--- config.mk ---
export PLATFORM = sky130hd
export DESIGN_NAME = fdg_interp
export DESIGN_NICKNAME = d
export VERILOG_FILES = /design/src/rtl/fdg_pkg.sv /design/src/rtl/fdg_interp.sv
export SDC_FILE = /design/constraint.sdc
export NUM_CORES = 1
export LEC_CHECK = 0
export BUFFER_PORTS_ARGS = -buffer_cell sky130_fd_sc_hd__buf_2
export CAP_MARGIN = 10
export CORE_UTILIZATION = 50
export DETAILED_ROUTE_END_ITERATION = 16
export PLACE_DENSITY = 0.68
export SYNTH_ARGS = -nofsm -noshare
export SYNTH_HDL_FRONTEND = slang
export SYNTH_SLANG_ARGS = --single-unit
--- constraint.sdc ---
create_clock -name aclk -period 6.7 [get_ports aclk]
set_input_delay 0 -clock aclk [delete_from_list [all_inputs] [get_ports aclk]]
set_output_delay 0 -clock aclk [all_outputs]
set_load 0.02 [all_outputs]
--- src/rtl/fdg_pkg.sv ---
// ----------------------------------------------------------------------------
// fdg_pkg
// Shared types and constants for the fractional delay line with glide.
// ----------------------------------------------------------------------------
package fdg_pkg;

    // Field widths fixed by the interface
    localparam int LEN_W = 21;
    localparam int CFG_W = 13;
    localparam int REQ_W = 2;

    // Parameter defaults
    localparam int DEF_DEPTH       = 4096;
    localparam int DEF_SAMPLE_BITS = 24;
    localparam int DEF_FRAC_BITS   = 8;

    // Result buffer
    localparam int OUT_DEPTH = 4;
    localparam int OUT_CNT_W = 3;

    // Request codes
    localparam logic [REQ_W-1:0] REQ_PROCESS  = 2'd0;
    localparam logic [REQ_W-1:0] REQ_SET_GOAL = 2'd1;
    localparam logic [REQ_W-1:0] REQ_SET_NOW  = 2'd2;

    // Per-stage control for one store read
    typedef struct packed {
        logic valid;  // item occupies this stage
        logic proc;   // item is a sample process request
        logic hit;    // entry read in this stage was written since reset
    } fdg_rd_t;

endpackage

--- src/rtl/fdg_interp.sv ---
// ----------------------------------------------------------------------------
// fdg_interp
// Linear interpolation between the two neighboring stored samples.
// First product is taken when the newer sample arrives, the second and the
// rounding sum when the older one arrives.
// ----------------------------------------------------------------------------
module fdg_interp #(
    parameter int SAMPLE_BITS = 24,
    parameter int FRAC_BITS   = 8
) (
    input  logic                      aclk,
    input  fdg_pkg::fdg_rd_t          rd_a,
    input  fdg_pkg::fdg_rd_t          rd_b,
    input  logic [FRAC_BITS-1:0]      frac_a,
    input  logic [fdg_pkg::LEN_W-1:0] cur_len_a,
    input  logic [SAMPLE_BITS-1:0]    rd_data,
    output logic                      push,
    output logic [SAMPLE_BITS-1:0]    push_sample,
    output logic [fdg_pkg::LEN_W-1:0] push_len
);

    import fdg_pkg::*;

    localparam int PW = SAMPLE_BITS + FRAC_BITS + 1;

    localparam logic [SAMPLE_BITS-1:0] SIGN = {1'b1, {(SAMPLE_BITS-1){1'b0}}};
    localparam logic [FRAC_BITS:0]     ONE  = {1'b1, {FRAC_BITS{1'b0}}};
    localparam logic [PW-1:0]          HALF = PW'(1) << (FRAC_BITS - 1);

    logic [SAMPLE_BITS-1:0] off_a, off_b;
    logic [FRAC_BITS:0]     wgt_a;
    logic [PW-1:0]          prod_a_reg;
    logic [FRAC_BITS-1:0]   frac_b_reg;
    logic [LEN_W-1:0]       len_b_reg;
    logic [PW-1:0]          prod_b, acc;
    logic [SAMPLE_BITS-1:0] result;

    // unwritten entries read as zero; flip sign to offset binary
    assign off_a = (rd_a.hit ? rd_data : '0) ^ SIGN;
    assign off_b = (rd_b.hit ? rd_data : '0) ^ SIGN;
    assign wgt_a = ONE - {1'b0, frac_a};

    always_ff @(posedge aclk) begin
        if (rd_a.valid) begin
            prod_a_reg <= PW'(PW'(off_a) * PW'(wgt_a));
            frac_b_reg <= frac_a;
            len_b_reg  <= cur_len_a;
        end
    end

    // round half up, then back to two's complement
    assign prod_b = PW'(PW'(off_b) * PW'(frac_b_reg));
    assign acc    = prod_a_reg + prod_b + HALF;
    assign result = acc[FRAC_BITS +: SAMPLE_BITS] ^ SIGN;

    assign push        = rd_b.valid;
    assign push_sample = rd_b.proc ? result : '0;
    assign push_len    = len_b_reg;

endmodule

After elaboration in Yosys (flattened, before gate mapping):

Index checks and enable logic that the tools add are counted.

* flip-flop bits (word level): 61
* bits of input ports: 60
* output and inout port bits: 46
* word-level logic and storage cells: 14

* $add $sub $neg: 3
* $mul: 2
* muxes and demuxes: 3
* bitwise gates (word level): 3

Operator list (count)
* 24-bit two-way mux: 3
* 32-bit adder: 1
* 32-bit by 8-bit adder with 32-bit output (second input constant): 1
* 24-bit by 8-bit multiplier with 32-bit output: 1
* 24-bit by 9-bit multiplier with 32-bit output: 1
* 9-bit by 8-bit subtractor with 9-bit output (first input constant): 1
* 1-bit inverter: 3

Logic depth before layout (Yosys ltp):

Gate-level depths: netlist (run 1).

* depth in word-level cells: 7
* depth in mapped cells: 24
* mapped depth without buffers: 24

Worst setup path after synthesis (run 1):

No wires, ideal clock.

* path type: input to register
* from: input port frac_a[0]
* to: register prod_a_reg[29], data pin
* library setup time: 0.262 ns
* arrival: 5.375 ns
* data required time: 6.438 ns
* path slack: 1.062 ns
* cell stages on the path: 22
* path buffers: 1
* cells stage by stage: inv_1 -> ha_1 -> nand2_1 -> or3_1 -> xnor2_1 -> buf_2 -> nor2_1 -> fa_1 -> fa_1 -> fa_1 -> inv_1 -> fa_1 -> inv_1 -> ha_1 -> o21ai_1 -> a21oi_1 -> a221o_1 -> o211ai_2 -> a21boi_0 -> o221ai_1 -> mux2i_1 -> nand3_1

* cells in the longest elaborated chain, start to end: 2

Ends and longest elaborated chain
* from (decl): RTL line fdg_interp.sv:14 `input logic [FRAC_BITS-1:0] frac_a,`
* 9-bit by 8-bit subtractor with 9-bit output: RTL line fdg_interp.sv:41 `assign wgt_a = ONE - {1'b0, frac_a};`
* 24-bit by 9-bit multiplier with 32-bit output: RTL line fdg_interp.sv:45 `prod_a_reg <= PW'(PW'(off_a) * PW'(wgt_a));`
* to (signal assigned): RTL line fdg_interp.sv:45
* to (decl): RTL line fdg_interp.sv:32 `logic [PW-1:0] prod_a_reg;`

No other way between the ends.
A chain may end at the register's enable or synchronous reset.

Worst setup path after layout (run 1):

* from: input port frac_a[1]
* to: register prod_a_reg[24], data pin

The elaborated chain is that of the path after synthesis.

==> qor.csv, run 1 <==
stage,metric,value,unit
global_route,grt_pass1_vias,12000,
synth,ys_warn_count,0,
timing,period_needed,6.18,ns
timing,hold_viol,0,
timing,rsz0062_at_grt,false,
synth,synth_area_leader_cell,fa_1,
die,core,30700,sq um
pwr,p_total,7.02,mW
route,drc,0,
clock_tree,root_buffer,clkbuf_16,
global_route,globalRouteOverflowTotal,0,
run_status,run_status,completed,
layout,diodes,0,
route,wirelength,35.9,mm
setup_path,cp_max_fo,19,
synth,syn_area,15600,sq um
die,die_height,179,um
setup_path,arrival,6.28,ns
clock_tree,tritoncts,built,
synth,synth.distinct_cells,56,
route,route.vias.total,11800,
global_route,grt_start_max_net_pins,95,
synth,synth-seq-cells,61,
synth,yosys-top-cells-area,"fa_1 (40%), edfxtp_1 (12%), ha_1 (10%), inv_1 (7.9%), and3_1 (5.3%)",
die,placementRows,64,
die,dieArea,31900,sq um
global_route,grt_util_all_layers,24.3,%
setup_path,path_class,in2reg,
setup_path,cp-end-kind,flop,
flow_run,drv_cap,0,
clock_tree,cts_setup_buffers,0,
clock_tree,clk_pin_slew,0.06,ns
timing,clock.fmax,162,MHz
synth,yosysSeqAreaShare,11.7,%
layout,largest_reg_flops,32,
min_path,worstHoldPathType,in2out,
route,firstDrtPassIters,5,
clock_tree,cts_buffers,9,
timing,worst_pin_slew,0.891,ns
pwr,power_density,412,nW/um^2
clock_tree,cts_sinks,61,
layout,nets,2269,
pwr,peakVddDrop,0.314,mV
route,postRouteAntennaNets,0,
layout,drive_above_1_share,9.58,%
clock_tree,clk_path_buf_depth,2,
setup_path,cp_data_required_time,6.81,ns
route,drt_iter0_markers,657,
synth,synth_enable_flop_cells,61,
route,via_per_inst,5.42,
setup_path,cp-start-kind,input port,
placed_design,port_buffers,102,
die,die_w,179,um
synth,syn_inst,1694,
timing,drv_slew,0,
pwr,power_leakage,9.13,nW
global_route,grt_pass1_wl,60.1,mm
synth,async_flop_share,0,%
die,io_pins,106,
synth,synth.net_count,2194,
synth,synth.top_cell.area_share,40.4,%
timing,setup_tns,0,ns
layout,synthToLayoutAreaGrowth,9.14,%
placed_design,hpwlAfterDp,29.3,mm
die,initial_utilization,50.8,%
synth,synth_ff_type,edfxtp_1,
timing,period_share,92.2,%
route,wire_per_inst,16.5,um
timing,slew_headroom,40.6,%
global_route,antenna_found_initial,0,
clock_tree,h-tree-depth,3,
synth,avgSynthCellArea,9.20,sq um
placed_design,globalplace.congestion,0.931,
timing,setup_violations,0,
[metrics by stage]
step | instance area [sq um] | hold WS, ns | worst slack [ns] | util (%) | cells
after floorplan | 15600 | 0.0989 | 1.06 | - | 1694
after global placement | 16500 | 0.000137 | 0.551 | 53.6 | 2126
after detailed placement | 16500 | 0.000137 | 0.442 | 53.6 | 2126
after CTS | 17000 | 0.000137 | 0.297 | 55.5 | 2170
after global routing | 17000 | 0.000163 | 0.140 | 55.5 | 2170
final | 17000 | 0.0000383 | 0.523 | 55.5 | 2170
[final cells by class]
type                    instances  area [sq um]
fillers                      2746         13700
multi-input cells            1210         12200
flip-flops and latches         61          1830
inverters                     328          1230
repair buffers                159          1010
well taps                     396           495
clock buffers                   9           225
clock inverters                 7          50.0
[synth_stat cells (2+ instances only)]
cell type,instances
fa_1,315
o21a_1,6
ha_1,125
a211o_1,2
or3_1,3
buf_2,3
a21boi_0,3
and3_2,2
o21ai_1,2
nand4_1,8
o211ai_2,2
and3b_1,2
a211oi_1,3
a211oi_2,2
nand3b_1,2
inv_1,328
clkbuf_1,89
and3_1,131
xnor2_1,39
or2_1,2
a31oi_1,5
a21oi_2,3
nor2b_1,6
nand3_1,130
nand2b_1,4
nand2_1,87
o21bai_1,7
nor2_1,149
buf_4,2
nor3_1,15
xor2_1,22
a21oi_1,43
edfxtp_1,61
a21o_1,20
and2_1,34
nor4_1,4
o21ai_0,13
or2_2,2
[report_power, final]
group          internal, mW  leakage (nW)  total, mW  switching (mW)
logic                  2.51          8.41       5.94            3.42
registers             0.576         0.596      0.641          0.0646
clock network         0.251         0.128      0.440           0.190
[kinds of logic after synthesis]
group | share of synthesized area (%)
XOR/XNOR | 3.43
multiplexers | 0.0642
flip-flops | 11.7
AND/OR/NAND/NOR | 18.8
buffers and inverters | 10.3
adder cells (fa/ha/maj) | 50.5
AO/OA/AOI/OAI | 5.21
[routing by layer]
metal / part of all wire (%) / up-vias / track usage [%]
li1: - / 5497 / -
met1: 43 / 5805 / 32.6
met2: 47 / 401 / 39.6
met3: 7.0 / 59 / 4.31
met4: 2.7 / 0 / 8.30
met5: 0 / - / 0
[cell usage in the layout, fill, tap and decap left out, drive strengths merged, types with 7 or more instances in the layout]
master / count
inv: 330
nand4: 8
a21oi: 46
nor2: 149
dlygate4sd3: 28
buf: 131
o21bai: 7
o21ai: 16
and3: 133
nand3: 131
clkbuf: 9
fa: 315
a21o: 21
ha: 125
edfxtp: 61
nand2: 87
and2: 35
xor2: 22
xnor2: 39
nor3: 15
[repair_timing]
action	CTS	global route
endpoints found under the setup margin	0	2
gates resized for setup	0	3
endpoints found under the hold margin	28	0
hold buffers	28	0
[critical path, cell delays in order]
cell           delay, ns
dlygate4sd3_1       0.53
buf_2               0.14
inv_1               0.07
ha_1                0.20
nand2_1             0.18
or3_1               0.44
xnor2_1             0.17
buf_4               0.28
nor2_1              0.11
fa_1                0.56
fa_1                0.48
fa_1                0.54
inv_1               0.06
fa_1                0.48
inv_1               0.04
ha_1                0.33
nand3_1             0.11
or2_2               0.28
a211oi_1            0.41
o41ai_2             0.15
a2bb2oi_1           0.30
a211o_1             0.19
a21oi_1             0.07
xnor2_1             0.13
[path summary, 6_finish.rpt]
check,start,to,slack (ns),cells past startpoint
worst max-delay path,frac_a[1],prod_a_reg[24]$_DFFE_PP_,0.52,24
worst min-delay path,rd_b[2],push,0.00004,0
Note: power is estimated with default switching activity, not from simulation.
==> inputs of run 2 (changes only) <==
--- a/config.mk
+++ b/config.mk
@@ -7,9 +7,9 @@
 export LEC_CHECK = 0
 export BUFFER_PORTS_ARGS = -buffer_cell sky130_fd_sc_hd__buf_2
 export CAP_MARGIN = 10
-export CORE_UTILIZATION = 50
+export CORE_UTILIZATION = 64
 export DETAILED_ROUTE_END_ITERATION = 16
-export PLACE_DENSITY = 0.68
+export PLACE_DENSITY = 0.84
 export SYNTH_ARGS = -nofsm -noshare
 export SYNTH_HDL_FRONTEND = slang
 export SYNTH_SLANG_ARGS = --single-unit
==> constraint.sdc (replaced) <==
create_clock -name aclk -period 6.7 [get_ports aclk]
set_input_delay 0 -clock aclk [delete_from_list [all_inputs] [get_ports aclk]]
set_output_delay 0 -clock aclk [all_outputs]
set_load 0.05 [all_outputs]
==> run 2 against run 1 <==
  * Clock-buffer cell count is the same
  * Cell area shrank 0.54%
  * Critical path depth is the same
  * Die area shrank 22%
  * Sequential cell count is the same
  * Clock power grew 6.6%
  * Wire length grew 0.85%
  * Cell count shrank 3.6%
  * Sequential share of layout area grew 0.058 points
  * First-iteration DRC count grew 72%
  * Combinational power grew 12%
  * Power grew 10%
  * Largest cell class unchanged
==> qor.csv, run 2 (synthesis results as in run 1) <==
stage,metric,value,unit,change
timing,finalWorstSetupSlack,0.421,ns,-0.102 ns
placed_design,hpwlAfterDp,29.2,mm,-0.34%
pwr,power_frac_comb,85.9,%,+1.3 points
clock_tree,cts_buffers,9,,unchanged
die,placementRows,56,,-13%
layout,drive_above_1_share,9.42,%,-0.16 points
global_route,antenna_found_initial,0,,unchanged
die,dieArea,25000,sq um,-22%
setup_path,cp_max_fo,16,,-3
setup_path,slowest_stage,dlygate4sd3_1,,
timing,period_needed,6.28,ns,+0.102 ns
setup_path,cp-end-kind,flop,,
clock_tree,clk_path_buf_depth,2,,unchanged
setup_path,arrival,6.36,ns,+0.08 ns
pwr,p_total,7.75,mW,+10%
die,die_height,158,um,-11%
clock_tree,root_buffer,clkbuf_16,,
timing,hold_viol,0,,unchanged
layout,fillerInstances,1722,,-37%
route,wire_per_inst,17.3,um,+4.6%
flow_run,drv_cap,0,,unchanged
layout,layout.cells.most_common,inv_1,,
timing,rsz0062_at_grt,false,,
pwr,clockPowerShare,6.0,%,-0.3 points
timing,drv_slew,0,,unchanged
timing,setup_tns,0,ns,unchanged
layout,nets,2268,,-0.044%
layout,finalNonFillerCells,2092,,-3.6%
placed_design,dp_cells,2048,,-3.7%
global_route,grt_util_all_layers,31.2,%,+6.9 points
global_route,grt_pass1_vias,12600,,+5.7%
pwr,peakVddDrop,0.857,mV,+170%
layout,final_cell_mix,"inv_1 (328), fa_1 (315), nor2_1 (149)",,
setup_path,max_stage_delay,0.55,ns,about the same
pwr,intPower,3.38,mW,+1.3%
route,firstDrtPassIters,8,,+3
timing,worst_pin_slew,0.844,ns,-0.0477 ns
clock_tree,clk_pin_slew,0.05,ns,about the same
global_route,grt_pass1_wl,60.1,mm,unchanged
setup_path,cp_data_required_time,6.78,ns,-0.03 ns
setup_path,crit_chain,"dlygate4sd3_1, buf_2, inv_1, ha_1, nand2_1, or3_1, or3_1, buf_4, nor2_1, fa_1, fa_1, fa_1, inv_1, fa_1, inv_1, ha_1, o21ai_1, a21oi_1, a221o_1, o211ai_2, a21boi_1, o221ai_1, mux2i_1, nand3_1",,
layout,diodes,0,,unchanged
pwr,power_density,458,nW/um^2,+11%
pwr,power_switching,4.37,mW,+19%
timing,setup_violations,0,,unchanged
die,io_pins,106,,unchanged
setup_path,path_class,in2reg,,
global_route,globalRouteOverflowTotal,0,,unchanged
setup_path,cp-start-kind,input port,,
route,postRouteAntennaNets,0,,unchanged
placed_design,port_buffers,102,,unchanged
route,wirelength,36.2,mm,+0.85%
pwr,p_sw_share,56.3,%,+3.9 points
route,drc,0,,unchanged
layout,largest_reg_flops,32,,unchanged
setup_path,critPathMostFrequentCell,fa_1,,
die,die_w,158,um,-11%
die,initial_utilization,65.8,%,+15 points
route,drt_iter0_markers,1130,,+72%
placed_design,pre_cts_ws,0.533,ns,+0.0906 ns
route,route.vias.total,12200,,+3.3%
layout,synthToLayoutAreaGrowth,8.55,%,
clock_tree,tritoncts,built,,
clock_tree,cts_setup_buffers,0,,unchanged
pwr,power_leakage,9.14,nW,+0.12%
timing,slew_headroom,43.8,%,+3.2 points
route,via_per_inst,5.81,,+7.2%
setup_path,path_buf_inv,6,,unchanged
min_path,worstHoldPathType,in2out,,
clock_tree,h-tree-depth,3,,unchanged
run_status,run_status,completed,,
timing,period_share,93.7,%,+1.5 points
clock_tree,cts_sinks,61,,unchanged
global_route,grt_start_max_net_pins,90,,-5.3%
die,core,23700,sq um,-23%
pwr,power_frac_seq,8.1,%,-1.0 points
setup_path,critical-path-top-delay-family,adder cells,,
placed_design,globalplace.congestion,0.928,,-0.30%
timing,clock.fmax,159,MHz,-1.6%
-- run 2: cell count changes in the layout (fill, tap and decap cells not counted) --
| cell | delta |
|---|---|
| buf_4 | -1 |
| bufinv_16 | +1 |
| clkinv_4 | +2 |
| clkinvlp_4 | -2 |
| inv_6 | -1 |
| nor4_1 | +1 |
| nor4_2 | -1 |
| or3_1 | +1 |
| or3_4 | -1 |
-- run 2: cell type report --
class	count	area [sq um]	area share [%]
Sequential cell	61	1830	10.8
Timing Repair Buffer	158	1000	5.93
Clock buffer	9	225	1.33
Tap cell	319	399	2.36
Multi-Input combinational cell	1210	12200	71.9
Inverter	328	1230	7.27
Clock inverter	7	73.8	0.436
-- run 2: path summary, 6_finish.rpt --
path	from	depth (start not counted)	slack (ns)	end
max	frac_a[1]	24	0.42	prod_a_reg[29]$_DFFE_PP_
min	rd_b[2]	0	0.00009	push
-- run 2: what timing repair did --
item / in CTS / in global routing
hold buffers: 28 / 0
endpoints found under the setup margin: 0 / 1
endpoints found under the hold margin: 28 / 0
gates resized for setup: 0 / 1
-- run 2: layer usage --
metal | GRT usage (%) | vias up | wire [um]
li1 | - | 5491 | -
met4 | 14.2 | 0 | 1390
met1 | 40.2 | 5971 | 14200
met2 | 51.9 | 590 | 17500
met3 | 4.95 | 101 | 3090
met5 | 0 | - | 0
-- run 2: power groups by stage --
| stage | clock, mW | combinational (mW) | sequential (mW) |
|---|---|---|---|
| after floorplan | 0 | 5.35 | 0.643 |
| after global placement | 0 | 6.38 | 0.627 |
| after detailed placement | 0 | 6.61 | 0.631 |
| after CTS | 0.471 | 6.66 | 0.624 |
| after global routing | 0.484 | 7.49 | 0.635 |
| final | 0.469 | 6.66 | 0.625 |
-- run 2: stage by stage --
stage | util, % | cell area [sq um] | hold slack [ns]
after floorplan | - | 15600 | 0.0989
after global placement | 69.0 | 16300 | 0.000341
after detailed placement | 69.0 | 16300 | 0.000341
after CTS | 71.5 | 16900 | 0.000341
after global routing | 71.5 | 16900 | 0.000431
final | 71.5 | 16900 | 0.0000865
