==> config.mk <==
export PLATFORM = sky130hd
export DESIGN_NAME = fdg_out_buf
export DESIGN_NICKNAME = d
export VERILOG_FILES = /design/src/rtl/fdg_pkg.sv /design/src/rtl/fdg_out_buf.sv
export SDC_FILE = /design/constraint.sdc
export NUM_CORES = 1
export LEC_CHECK = 0
export BUFFER_PORTS_ARGS = -buffer_cell sky130_fd_sc_hd__buf_2
export CORE_MARGIN = 1.5
export CORE_UTILIZATION = 55
export CTS_CLUSTER_DIAMETER = 60
export DETAILED_ROUTE_END_ITERATION = 16
export HOLD_SLACK_MARGIN = 0.08
export PLACE_DENSITY = 0.83
export SLEW_MARGIN = 5
export SYNTH_ARGS = -nofsm -noshare
export SYNTH_HDL_FRONTEND = slang
export SYNTH_SLANG_ARGS = --single-unit
==> constraint.sdc <==
create_clock -name aclk -period 2.6 [get_ports aclk]
set_input_delay 0.52 -clock aclk [delete_from_list [all_inputs] [get_ports aclk]]
set_output_delay 0.52 -clock aclk [all_outputs]
set_load 0.01 [all_outputs]
==> src/rtl/fdg_pkg.sv <==
// ----------------------------------------------------------------------------
// fdg_pkg
// Shared types and constants for the fractional delay line with glide.
// ----------------------------------------------------------------------------
package fdg_pkg;

    // Field widths fixed by the interface
    localparam int LEN_W = 21;
    localparam int CFG_W = 13;
    localparam int REQ_W = 2;

    // Parameter defaults
    localparam int DEF_DEPTH       = 4096;
    localparam int DEF_SAMPLE_BITS = 24;
    localparam int DEF_FRAC_BITS   = 8;

    // Result buffer
    localparam int OUT_DEPTH = 4;
    localparam int OUT_CNT_W = 3;

    // Request codes
    localparam logic [REQ_W-1:0] REQ_PROCESS  = 2'd0;
    localparam logic [REQ_W-1:0] REQ_SET_GOAL = 2'd1;
    localparam logic [REQ_W-1:0] REQ_SET_NOW  = 2'd2;

    // Per-stage control for one store read
    typedef struct packed {
        logic valid;  // item occupies this stage
        logic proc;   // item is a sample process request
        logic hit;    // entry read in this stage was written since reset
    } fdg_rd_t;

endpackage

==> src/rtl/fdg_out_buf.sv <==
// ----------------------------------------------------------------------------
// fdg_out_buf
// Small result queue; decouples the result channel from the pipeline.
// ----------------------------------------------------------------------------
module fdg_out_buf #(
    parameter int WIDTH = 45
) (
    input  logic                          aclk,
    input  logic                          aresetn,
    input  logic                          push,
    input  logic [WIDTH-1:0]              push_data,
    output logic                          m_valid,
    input  logic                          m_ready,
    output logic [WIDTH-1:0]              m_data,
    output logic [fdg_pkg::OUT_CNT_W-1:0] count
);

    import fdg_pkg::*;

    localparam int PTR_W = $clog2(OUT_DEPTH);

    logic [WIDTH-1:0]     entry [OUT_DEPTH];
    logic [PTR_W-1:0]     wr_ptr_reg, wr_ptr_next;
    logic [PTR_W-1:0]     rd_ptr_reg, rd_ptr_next;
    logic [OUT_CNT_W-1:0] count_reg, count_next;
    logic                 pop;

    assign pop = m_valid && m_ready;

    always_comb begin
        wr_ptr_next = wr_ptr_reg;
        rd_ptr_next = rd_ptr_reg;
        count_next  = count_reg;
        if (push) begin
            wr_ptr_next = (wr_ptr_reg == PTR_W'(OUT_DEPTH - 1)) ? '0 : wr_ptr_reg + PTR_W'(1);
        end
        if (pop) begin
            rd_ptr_next = (rd_ptr_reg == PTR_W'(OUT_DEPTH - 1)) ? '0 : rd_ptr_reg + PTR_W'(1);
        end
        if (push && !pop) begin
            count_next = count_reg + OUT_CNT_W'(1);
        end else if (pop && !push) begin
            count_next = count_reg - OUT_CNT_W'(1);
        end
    end

    always_ff @(posedge aclk) begin
        if (!aresetn) begin
            wr_ptr_reg <= '0;
            rd_ptr_reg <= '0;
            count_reg  <= '0;
        end else begin
            wr_ptr_reg <= wr_ptr_next;
            rd_ptr_reg <= rd_ptr_next;
            count_reg  <= count_next;
        end
    end

    always_ff @(posedge aclk) begin
        if (push) begin
            entry[wr_ptr_reg] <= push_data;
        end
    end

    assign m_valid = (count_reg != '0);
    assign m_data  = entry[rd_ptr_reg];
    assign count   = count_reg;

endmodule

# Yosys cells after proc, flatten, opt, wreduce, memory -nomap -nowiden
# Memories as Yosys holds them, arrays and structs flattened. A register that Yosys moved wholly into a read port is not among the register bits.
# Index checks and enable logic that the tools add are counted.
dict set report totals {
  ff_bits 7
  ramBits 180
  input_bits 49
  word_cells 25
  n_memories 1
}
dict set report op_classes {
  addsub 4
  eq_ne 2
  mux 8
  n_reduce_logical 7
}
# name words word_bits read_ports rd_ports_with_merged_regs wr line_no
set mem_list {}
lappend mem_list {entry 4 45 1 1 1 fdg_out_buf.sv:22} ;# logic [WIDTH-1:0] entry [OUT_DEPTH];
# cell n
set ops {}
lappend ops {{$mux W2} 4}
lappend ops {{$mux W3} 2}
lappend ops {{$add A2 B1 Y2 const B} 2}
lappend ops {{$eq A2 B2 Y1 const B} 2}
lappend ops {{$add A3 B1 Y3 const B} 1}
lappend ops {{$logic_and A1 B1 Y1} 3}
lappend ops {{$reduce_bool A3 Y1} 1}
lappend ops {{$sub A3 B1 Y3 const B} 1}
lappend ops {{$logic_not A1 Y1} 2}
lappend ops {{$mux W1} 2}
lappend ops {{$reduce_bool A2 Y1} 1}

# Logic depth before layout (Yosys ltp)
# Gate-level depths: netlist (run 1).
dict set report logic_depth {
  word_depth 5
  mapped_depth 7
  ltp_nobuf 7
}

# Worst setup path after synthesis (run 1)
# No wires, ideal clock.
dict set report synth_timing {
  kind {register to register}
  start {reg count_reg[0] (netlist: count[0])}
  end {reg count_reg[2] (netlist: count[2])}
  setup_time_ps 76
  arrival_ps 2062
  setup_slack_ps 462
  path_stages_with_launch 8
  period_less_slack_ps 2138
  path_cell_list {dfxtp_1 o31ai_1 ha_1 inv_1 fa_1 xor2_1 or3_1 a21boi_0}
}
dict set report synth_between {
  elab_chain_cells 5
  word_cells_on_any_way 10
  classes_between {add/sub (2); mux (2); reduce/logical (6)}
}
# item line_no
set synth_rtl {}
lappend synth_rtl {{from (decl)} fdg_out_buf.sv:25} ;# logic [OUT_CNT_W-1:0] count_reg, count_next;
lappend synth_rtl {{from (signal assigned)} fdg_out_buf.sv:55} ;# count_reg <= count_next;
lappend synth_rtl {{parallel branches: the longest is 5 deep, another holds $sub A3 B1 Y3} n/a}
# Parallel ways; which one is timed is not known. The select of a mux whose other input is x is not followed.
# A chain may end at the register's enable or synchronous reset.

==> flow_metrics.tcl, run 1 <==
set metrics [dict create \
    num_io_pins 98 \
    cap_violations 0 \
    finalSetupViolCount 0 \
    drc 0 \
    place.gp.congestion 0.6837 \
    cts_buffer_depth 2 \
    wl_um 11240 \
    start_util_pct 55.97 \
    regToRegEndpoint "count[2]" \
    vdd_drop_max_mv 0.5900 \
    clk_pin_slew_worst_paths_ns 0.06 \
    final_cells 578 \
    fin_setup_tns_ns 0 \
    yosysTopAreaCellShare_pct 77.16 \
    r2r_cells 7 \
    p_leak_nw 2.830 \
    crit_buf_inv 2 \
    skew_ns 0.004171 \
    tightest_slew_ns 0.5297 \
    internal_power_mw 5.781 \
    grt_pass1_vias 3248 \
    path_max_fanout 28 \
    h-tree-depth 4 \
    cts-root-buf "clkbuf_16" \
    cts_buffers 17 \
    dpl-instance-area_um2 7735 \
    critical_path.slowest_cell "mux4_1" \
    worst-setup-path-type "reg2out" \
    cts_setup_buffers 0 \
    rsz0062_at_grt "false" \
    die_y_um 115.9 \
    power.switching_mw 1.770 \
    whs_path_depth 1 \
    worstPathRequired_ns 2.08 \
    combPwrFrac_pct 19.9 \
    nets 450 \
    clkLatencyLatePin_ns 0.42 \
    pre_cts_slack_ns 0.2675 \
    yosysMostFrequentCell "edfxtp_1" \
    fin_total_pwr_mw 7.552 \
    wire_per_inst_um 19.45 \
    die_w_um 115.9 \
    cts_tree "done" \
    grt_first_pass_wirelength_um 16910 \
    postCtsHoldBufs 0 \
    netlist_instances 280 \
    period_share_pct 90.85 \
    grtUsageTotal_pct 17.95 \
    synthTopCellsByCount "edfxtp_1, mux4_2, dfxtp_1" \
    cts.repair.resized 0 \
    cp-end-kind "primary output" \
    rr_startpoint "count[1]" \
    cp_top_family "multiplexers" \
    vias_per_cell 5.367 \
    slew_viol_final 0 \
    row_count 41 \
    dp.cells 547 \
    ant_nets 0 \
    outcome "complete, no violations" \
    crit_cells 3 \
    yosys_warnings 0 \
    seq_area_frac_synth_pct 79.73 \
    rrSetupSlack_ns 0.27 \
    antenna_found_initial 2 \
    portBuffers 97 \
    synth_seq_cells 189 \
    first_pass_iters 4 \
    fp.coreArea_um2 12520 \
    yosys.area.top_type "edfxtp_1" \
    hold_viol_final 0 \
    grt_max_degree 40 \
    via_count 3102 \
    slew_headroom_pct 64.39 \
    largest_reg_flops 180 \
    worstHoldStart "push_data[28]" \
    max_freq_mhz 423.3 \
    powerDensity_nw_per_um2 909.8 \
    switching_share_pct 23.44 \
    async_flop_share_pct 0 \
    hpwl_um 6922 \
    synth_edf_count 180 \
    worstHoldEndpoint "entry[0][28]" \
    dieArea_um2 13420 \
    clkPwrFrac_pct 32.7 \
    drtIter0Drc 140 \
    slowest_delay_ns 0.62 \
    synthFlopType "edfxtp_1" \
    fin_area_um2 8300 \
    drive_gt1_share_pct 43.21 \
    syn_to_final_growth_pct 18.49 \
    arrival_ns 1.84 \
    grt-ovfl-total 0 \
    start_kind "register" \
    cts_sinks 189 \
    layout_min_cycle_time_ns 2.362 \
    synth_nets 336 \
    path_cells "buf_12 -> mux4_1 -> buf_2" \
    avgSynthCellArea_um2 25.02 \
    synth_area_um2 7005 \
    setup_slack_ns 0.2379 \
    hold_path_class "in2reg" \
    synth.distinct_cells 23 \
    synth.area.top_cells "edfxtp_1, mux4_2, dfxtp_1" \
    seqPwrFrac_pct 47.5 \
]
how the worst max path moves through the flow:
stage	from	endpoint	slack (ns)
floorplan	count[0]	count[2]	0.46
global placement	count[0]	count[2]	0.43
detailed placement	count[0]	count[2]	0.27
CTS	register	m_data[29]	0.21
global route	count[1]	count[2]	0.13
finish	register	m_data[29]	0.24
through the flow:
step	hold slack (ns)	utilization, %
6_report	0.3052	66.31
5_1_grt	0.2918	66.29
4_1_cts	0.2862	66.29
3_5_place_dp	0.5217	61.80
3_3_place_gp	0.4916	61.80
2_1_floorplan	0.4785	-
routing by layer:
layer | wire length, um | global-route usage [%]
met5 | 0 | 0
met4 | 187 | 7.967
met3 | 596 | 6.224
met1 | 4666 | 21.81
met2 | 5791 | 29.41
cells in the final DEF (no fill, tap or decap):
master / instances
buf_4: 2
dfxtp_4: 1
clkinv_2: 2
ha_1: 6
nand2_1: 2
dfxtp_2: 1
xnor2_1: 1
edfxtp_1: 180
nand3_1: 2
buf_2: 97
o21ai_0: 3
or3_1: 2
nor2_1: 2
a21boi_0: 1
clkinvlp_4: 2
bufinv_16: 3
inv_1: 3
and2_2: 4
nor2b_1: 3
xor2_1: 1
clkbuf_16: 17
mux4_1: 5
mux2i_1: 3
clkbuf_1: 5
diode_2: 1
buf_12: 6
and2_1: 1
clkinv_1: 1
fa_1: 1
dfxtp_1: 7
o31ai_1: 1
mux4_2: 40
cells by family (layout without fill, tap and decap cells):
family | after synthesis | count (layout) | share of synthesized area (%)
compound gates | 5 | 5 | 0.4287
mux | 48 | 48 | 15.16
flops | 189 | 189 | 79.73
other cells | 0 | 1 | 0
fa+ha+maj | 7 | 7 | 1.357
buf+inv | 13 | 138 | 1.822
simple gates | 16 | 16 | 1.250
xor+xnor | 2 | 2 | 0.2501
power groups by stage:
stage / registers, mW / clock network [mW] / logic (mW)
after floorplan: 3.63 / 0 / 1.10
after global placement: 3.63 / 0 / 1.51
after detailed placement: 3.65 / 0 / 1.53
after CTS: 3.59 / 2.52 / 1.54
after global routing: 3.60 / 2.63 / 1.63
final: 3.59 / 2.47 / 1.50
worst reg2reg max path, stage by stage (launching register included):
cell and delay (ns):
dfxtp_1 0.37, o31ai_1 0.52, ha_1 0.29, inv_1 0.06, fa_1 0.37, xor2_1 0.18, or3_1 0.31, a21boi_0 0.18
cell type report:
class / instances / area [um2]
fill: 855 / 4217
clock buffer: 22 / 444.2
clock inverter: 8 / 118.9
inverter: 3 / 11.26
antenna: 1 / 2.502
timing repair buffer: 105 / 620.6
tap: 172 / 215.2
multi-input combinational: 78 / 1297
sequential: 189 / 5590
(Power assumes the default switching activity.)
==> run 2: changes to the inputs <==
--- a/config.mk
+++ b/config.mk
@@ -7,11 +7,11 @@
 export LEC_CHECK = 0
 export BUFFER_PORTS_ARGS = -buffer_cell sky130_fd_sc_hd__buf_2
 export CORE_MARGIN = 1.5
-export CORE_UTILIZATION = 55
+export CORE_UTILIZATION = 40
 export CTS_CLUSTER_DIAMETER = 60
 export DETAILED_ROUTE_END_ITERATION = 16
 export HOLD_SLACK_MARGIN = 0.08
-export PLACE_DENSITY = 0.83
+export PLACE_DENSITY = 0.65
 export SLEW_MARGIN = 5
 export SYNTH_ARGS = -nofsm -noshare
 export SYNTH_HDL_FRONTEND = slang
==> run 2 against run 1 <==
Clock power about the same. Combinational power about the same. Setup slack worse by 0.090 ns. Critical path depth unchanged. First-iteration DRC count up 21%. Core utilization down 17 points. Hold slack better by 0.0029 ns. Sequential share of layout area down 0.76 points. Largest cell class unchanged.
==> flow_metrics.tcl, run 2 (synthesis gave the netlist of run 1 again) <==
set metrics [dict create \
    grt_pass1_vias 3463 \
    skew_ns 0.005182 \
    vias_per_cell 4.957 \
    cap_violations 0 \
    rr_startpoint "count[0]" \
    start_util_pct 40.79 \
    portBuffers 97 \
    fp.coreArea_um2 17180 \
    switching_share_pct 24.73 \
    grt-ovfl-total 0 \
    nets 451 \
    grtUsageTotal_pct 13.97 \
    fin_setup_tns_ns 0 \
    cts_sinks 189 \
    fill_cells 1418 \
    arrival_ns 1.93 \
    worstPathRequired_ns 2.08 \
    cts_setup_buffers 0 \
    outcome "complete, no violations" \
    cts_buffers 17 \
    power.switching_mw 1.876 \
    drtIter0Drc 170 \
    cts_buffer_depth 2 \
    worstHoldStart "push_data[34]" \
    cts_tree "done" \
    cts.repair.resized 0 \
    rsz0062_at_grt "false" \
    row_count 48 \
    grt_first_pass_wirelength_um 18380 \
    drive_gt1_share_pct 44.85 \
    seqPwrFrac_pct 47.8 \
    final_cell_mix "edfxtp_1, buf_2, mux4_2" \
    clkLatencyLatePin_ns 0.42 \
    slew_headroom_pct 77.37 \
    wire_per_inst_um 18.86 \
    rrSetupSlack_ns 0.41 \
    wl_um 11940 \
    p_leak_nw 2.854 \
    start_kind "register" \
    finalSetupViolCount 0 \
    largest_reg_flops 180 \
    antenna_found_initial 1 \
    multi_input_area_um2 1297 \
    h-tree-depth 4 \
    r2r_cells 7 \
    clk_pin_slew_worst_paths_ns 0.07 \
    insertedDiodeCount 0 \
    grt_max_degree 46 \
    max_freq_mhz 407.8 \
    combPwrFrac_pct 19.5 \
    dieArea_um2 18320 \
    internal_power_mw 5.709 \
    slew_viol_final 0 \
    vdd_drop_max_mv 0.4748 \
    cp-end-kind "primary output" \
    postCtsHoldBufs 0 \
    first_pass_iters 4 \
    clkPwrFrac_pct 32.7 \
    period_share_pct 94.32 \
    hpwl_um 6986 \
    regArea_um2 5590 \
    ant_nets 0 \
    drc 0 \
    powerDensity_nw_per_um2 903.5 \
    hold_path_class "in2reg" \
    layout_commonest_cell "edfxtp_1" \
    path_max_fanout 16 \
    hold_viol_final 0 \
    die_y_um 135.3 \
    worst-setup-path-type "reg2out" \
    syn_to_final_growth_pct 19.84 \
    final_cells 633 \
    layout_min_cycle_time_ns 2.452 \
    regToRegEndpoint "count[2]" \
    tightest_slew_ns 0.3366 \
    dp.cells 601 \
    die_w_um 135.3 \
    cts-root-buf "clkbuf_16" \
    whs_path_depth 1 \
    worstHoldEndpoint "entry[2][34]" \
    num_io_pins 98 \
    place.gp.congestion 0.7077 \
    via_count 3138 \
]
-- run 2: how the worst max path moves through the flow --
stage,endpoint,cells past startpoint,slack (ns),startpoint
global placement,m_data[40],3,0.56,register
detailed placement,count[2],7,0.44,count[0]
global route,m_data[29],3,0.03,register
CTS,m_data[29],3,0.08,register
floorplan,count[2],7,0.46,count[0]
finish,m_data[29],3,0.15,register
-- run 2: final cells by class --
type / instances / area share (%)
Multi-Input combinational cell: 78 / 15.45
Timing Repair Buffer: 106 / 7.630
Clock inverter: 15 / 1.773
Inverter: 3 / 0.1341
Tap cell: 225 / 3.353
Sequential cell: 189 / 66.59
Clock buffer: 17 / 5.067
-- run 2: per-stage QoR --
stage	util (%)	instance area, um2	total power [mW]	hold WS (ns)	worst slack, ns
floorplan	-	7005	4.722	0.4785	0.4622
global placement	45.53	7821	5.184	0.4981	0.5573
detailed placement	45.53	7821	5.218	0.5174	0.4425
CTS	48.88	8396	7.712	0.2886	0.07905
global route	48.88	8396	7.917	0.2959	0.03417
finish	48.88	8396	7.585	0.3081	0.1476
-- run 2: worst max-delay path: stages (launching register included) --
cell,delay (ns)
dfxtp_4,0.54
buf_12,0.23
mux4_1,0.57
buf_2,0.16
-- run 2: routing by layer --
metal  vias to the layer above  part of all wire, %  track usage [%]
met5                         -                 0.10                0
met4                         2                  1.5            5.735
met3                        19                  5.7            4.789
met2                        76                   49            22.76
met1                      1626                   44            17.15
li1                       1415                    -                -
-- run 2: power by group through the flow --
stage / sequential, mW / combinational (mW) / clock, mW
finish: 3.62 / 1.48 / 2.48
global route: 3.65 / 1.61 / 2.66
CTS: 3.63 / 1.53 / 2.56
detailed placement: 3.70 / 1.52 / 0
global placement: 3.68 / 1.50 / 0
floorplan: 3.63 / 1.10 / 0
==> run 3: changes to the inputs <==
--- a/config.mk
+++ b/config.mk
@@ -11,7 +11,7 @@
 export CTS_CLUSTER_DIAMETER = 60
 export DETAILED_ROUTE_END_ITERATION = 16
 export HOLD_SLACK_MARGIN = 0.08
-export PLACE_DENSITY = 0.65
+export PLACE_DENSITY = 0.69
 export SLEW_MARGIN = 5
 export SYNTH_ARGS = -nofsm -noshare
 export SYNTH_HDL_FRONTEND = slang
==> run 3 against run 2 <==
Clock power fell by 6%. Global-route usage about the same. Core utilization is 0.18 points higher. First-iteration DRC count is 22% higher. Via count grew 2.6%. Clock skew up 0.0019 ns. Sequential power barely moved. Non-clock buffer count up 15. Cell count up 1.9%.
==> flow_metrics.tcl, run 3 (synthesis gave the netlist of run 1 again) <==
set metrics [dict create \
    vdd_drop_max_mv 0.4804 \
    powerDensity_nw_per_um2 892.6 \
    cap_violations 0 \
    hold_path_class "in2reg" \
    layout_commonest_cell "edfxtp_1" \
    regToRegEndpoint "count[2]" \
    r2r_cells 8 \
    path_max_fanout 22 \
    portBuffers 97 \
    period_share_pct 90.38 \
    clkLatencyLatePin_ns 0.42 \
    p_leak_nw 2.880 \
    antenna_found_initial 2 \
    place.gp.congestion 0.7193 \
    final_cell_mix "edfxtp_1, buf_2, mux4_2" \
    die_w_um 135.3 \
    worstHoldStart "push_data[44]" \
    regArea_um2 5590 \
    first_pass_iters 4 \
    wire_per_inst_um 18.44 \
    cts_buffers 17 \
    cp-end-kind "primary output" \
    wl_um 11900 \
    row_count 48 \
    h-tree-depth 4 \
    nets 466 \
    worst-setup-path-type "reg2out" \
    vias_per_cell 4.991 \
    hpwl_um 7456 \
    pre_cts_slack_ns 0.3762 \
    tightest_slew_ns 0.4424 \
    dieArea_um2 18320 \
    finalSetupViolCount 0 \
    cts_tree "done" \
    max_freq_mhz 425.5 \
    slew_viol_final 0 \
    arrival_ns 1.83 \
    outcome "complete, no violations" \
    postCtsHoldBufs 0 \
    rsz0062_at_grt "false" \
    drc 0 \
    whs_path_depth 1 \
    hold_viol_final 0 \
    drive_gt1_share_pct 45.95 \
    syn_to_final_growth_pct 20.29 \
    cts_buffer_depth 2 \
    fin_area_um2 8427 \
    drtIter0Drc 207 \
    grt_pass1_vias 3449 \
    rr_startpoint "count[0]" \
    ant_nets 0 \
    dpl-instance-area_um2 7824 \
    layout_min_cycle_time_ns 2.350 \
    fin_setup_tns_ns 0 \
    num_io_pins 98 \
    insertedDiodeCount 0 \
    grt_max_degree 28 \
    fill_cells 1454 \
    skew_ns 0.007092 \
    fp.coreArea_um2 17180 \
    fin_total_pwr_mw 7.522 \
    cts_sinks 189 \
    multi_input_area_um2 1297 \
    via_count 3219 \
    largest_reg_flops 180 \
    rrSetupSlack_ns 0.46 \
    grt-ovfl-total 0 \
    hold-worst-slack_ns 0.3124 \
    worstHoldEndpoint "entry[2][44]" \
    start_util_pct 40.79 \
    grt_first_pass_wirelength_um 18340 \
    worstPathRequired_ns 2.08 \
    slew_headroom_pct 70.51 \
    die_y_um 135.3 \
    start_kind "register" \
    cts-root-buf "clkbuf_16" \
    grtUsageTotal_pct 13.96 \
    clk_pin_slew_worst_paths_ns 0.07 \
    setup_slack_ns 0.2501 \
]
run 3: cell count changes in the layout (fill, tap and decap cells not counted):
cell        change
buf_12          -3
buf_4          +18
bufinv_16       -1
clkbuf_1        +3
clkinv_1        -1
clkinv_2        -5
clkinv_4        -3
clkinvlp_4      +4
run 3: how the worst max path moves through the flow:
stage | endpoint | slack (ns) | cells after the start
final | m_data[29] | 0.25 | 3
after global routing | m_data[30] | 0.17 | 4
after CTS | m_data[29] | 0.04 | 3
after detailed placement | count[2] | 0.38 | 9
after global placement | count[2] | 0.49 | 9
after floorplan | count[2] | 0.46 | 7
run 3: per-stage QoR:
step / instances / utilization [%]
floorplan: 280 / -
global placement: 608 / 45.55
detailed placement: 608 / 45.55
CTS: 637 / 48.64
global route: 645 / 49.06
finish: 645 / 49.06
run 3: repair_timing:
item	CTS	global route
resized for setup	0	0
buffers inserted	0	8
endpoints found under the setup margin	0	1
run 3: critical path, stage by stage (launching register included):
cell     delay (ns)
dfxtp_4        0.40
buf_12         0.23
mux4_1         0.61
buf_2          0.16
run 3: final cells by class:
type	count	area share, %
Inverter	3	0.1336
Clock buffer	20	5.182
Timing Repair Buffer	121	8.493
Sequential cell	189	66.34
Multi-Input combinational cell	78	15.40
Clock inverter	9	1.114
Tap cell	225	3.341
run 3: layer usage:
| metal | wire (um) | up-vias | GRT usage, % | part of all wire (%) |
|---|---|---|---|---|
| met3 | 692 | 20 | 4.901 | 5.8 |
| li1 | - | 1442 | - | - |
| met5 | 26 | - | 0 | 0.22 |
| met4 | 181 | 4 | 5.496 | 1.5 |
| met1 | 5017 | 1671 | 17.13 | 42 |
| met2 | 5977 | 82 | 22.76 | 50 |
run 3: power by group:
part / total (mW) / internal (mW) / switching (mW) / leakage [nW]
registers: 3.59 / 3.51 / 0.0755 / 1.73
logic: 1.60 / 0.853 / 0.749 / 0.911
clock network: 2.33 / 1.31 / 1.03 / 0.241
total: 7.52 / 5.67 / 1.85 / 2.88
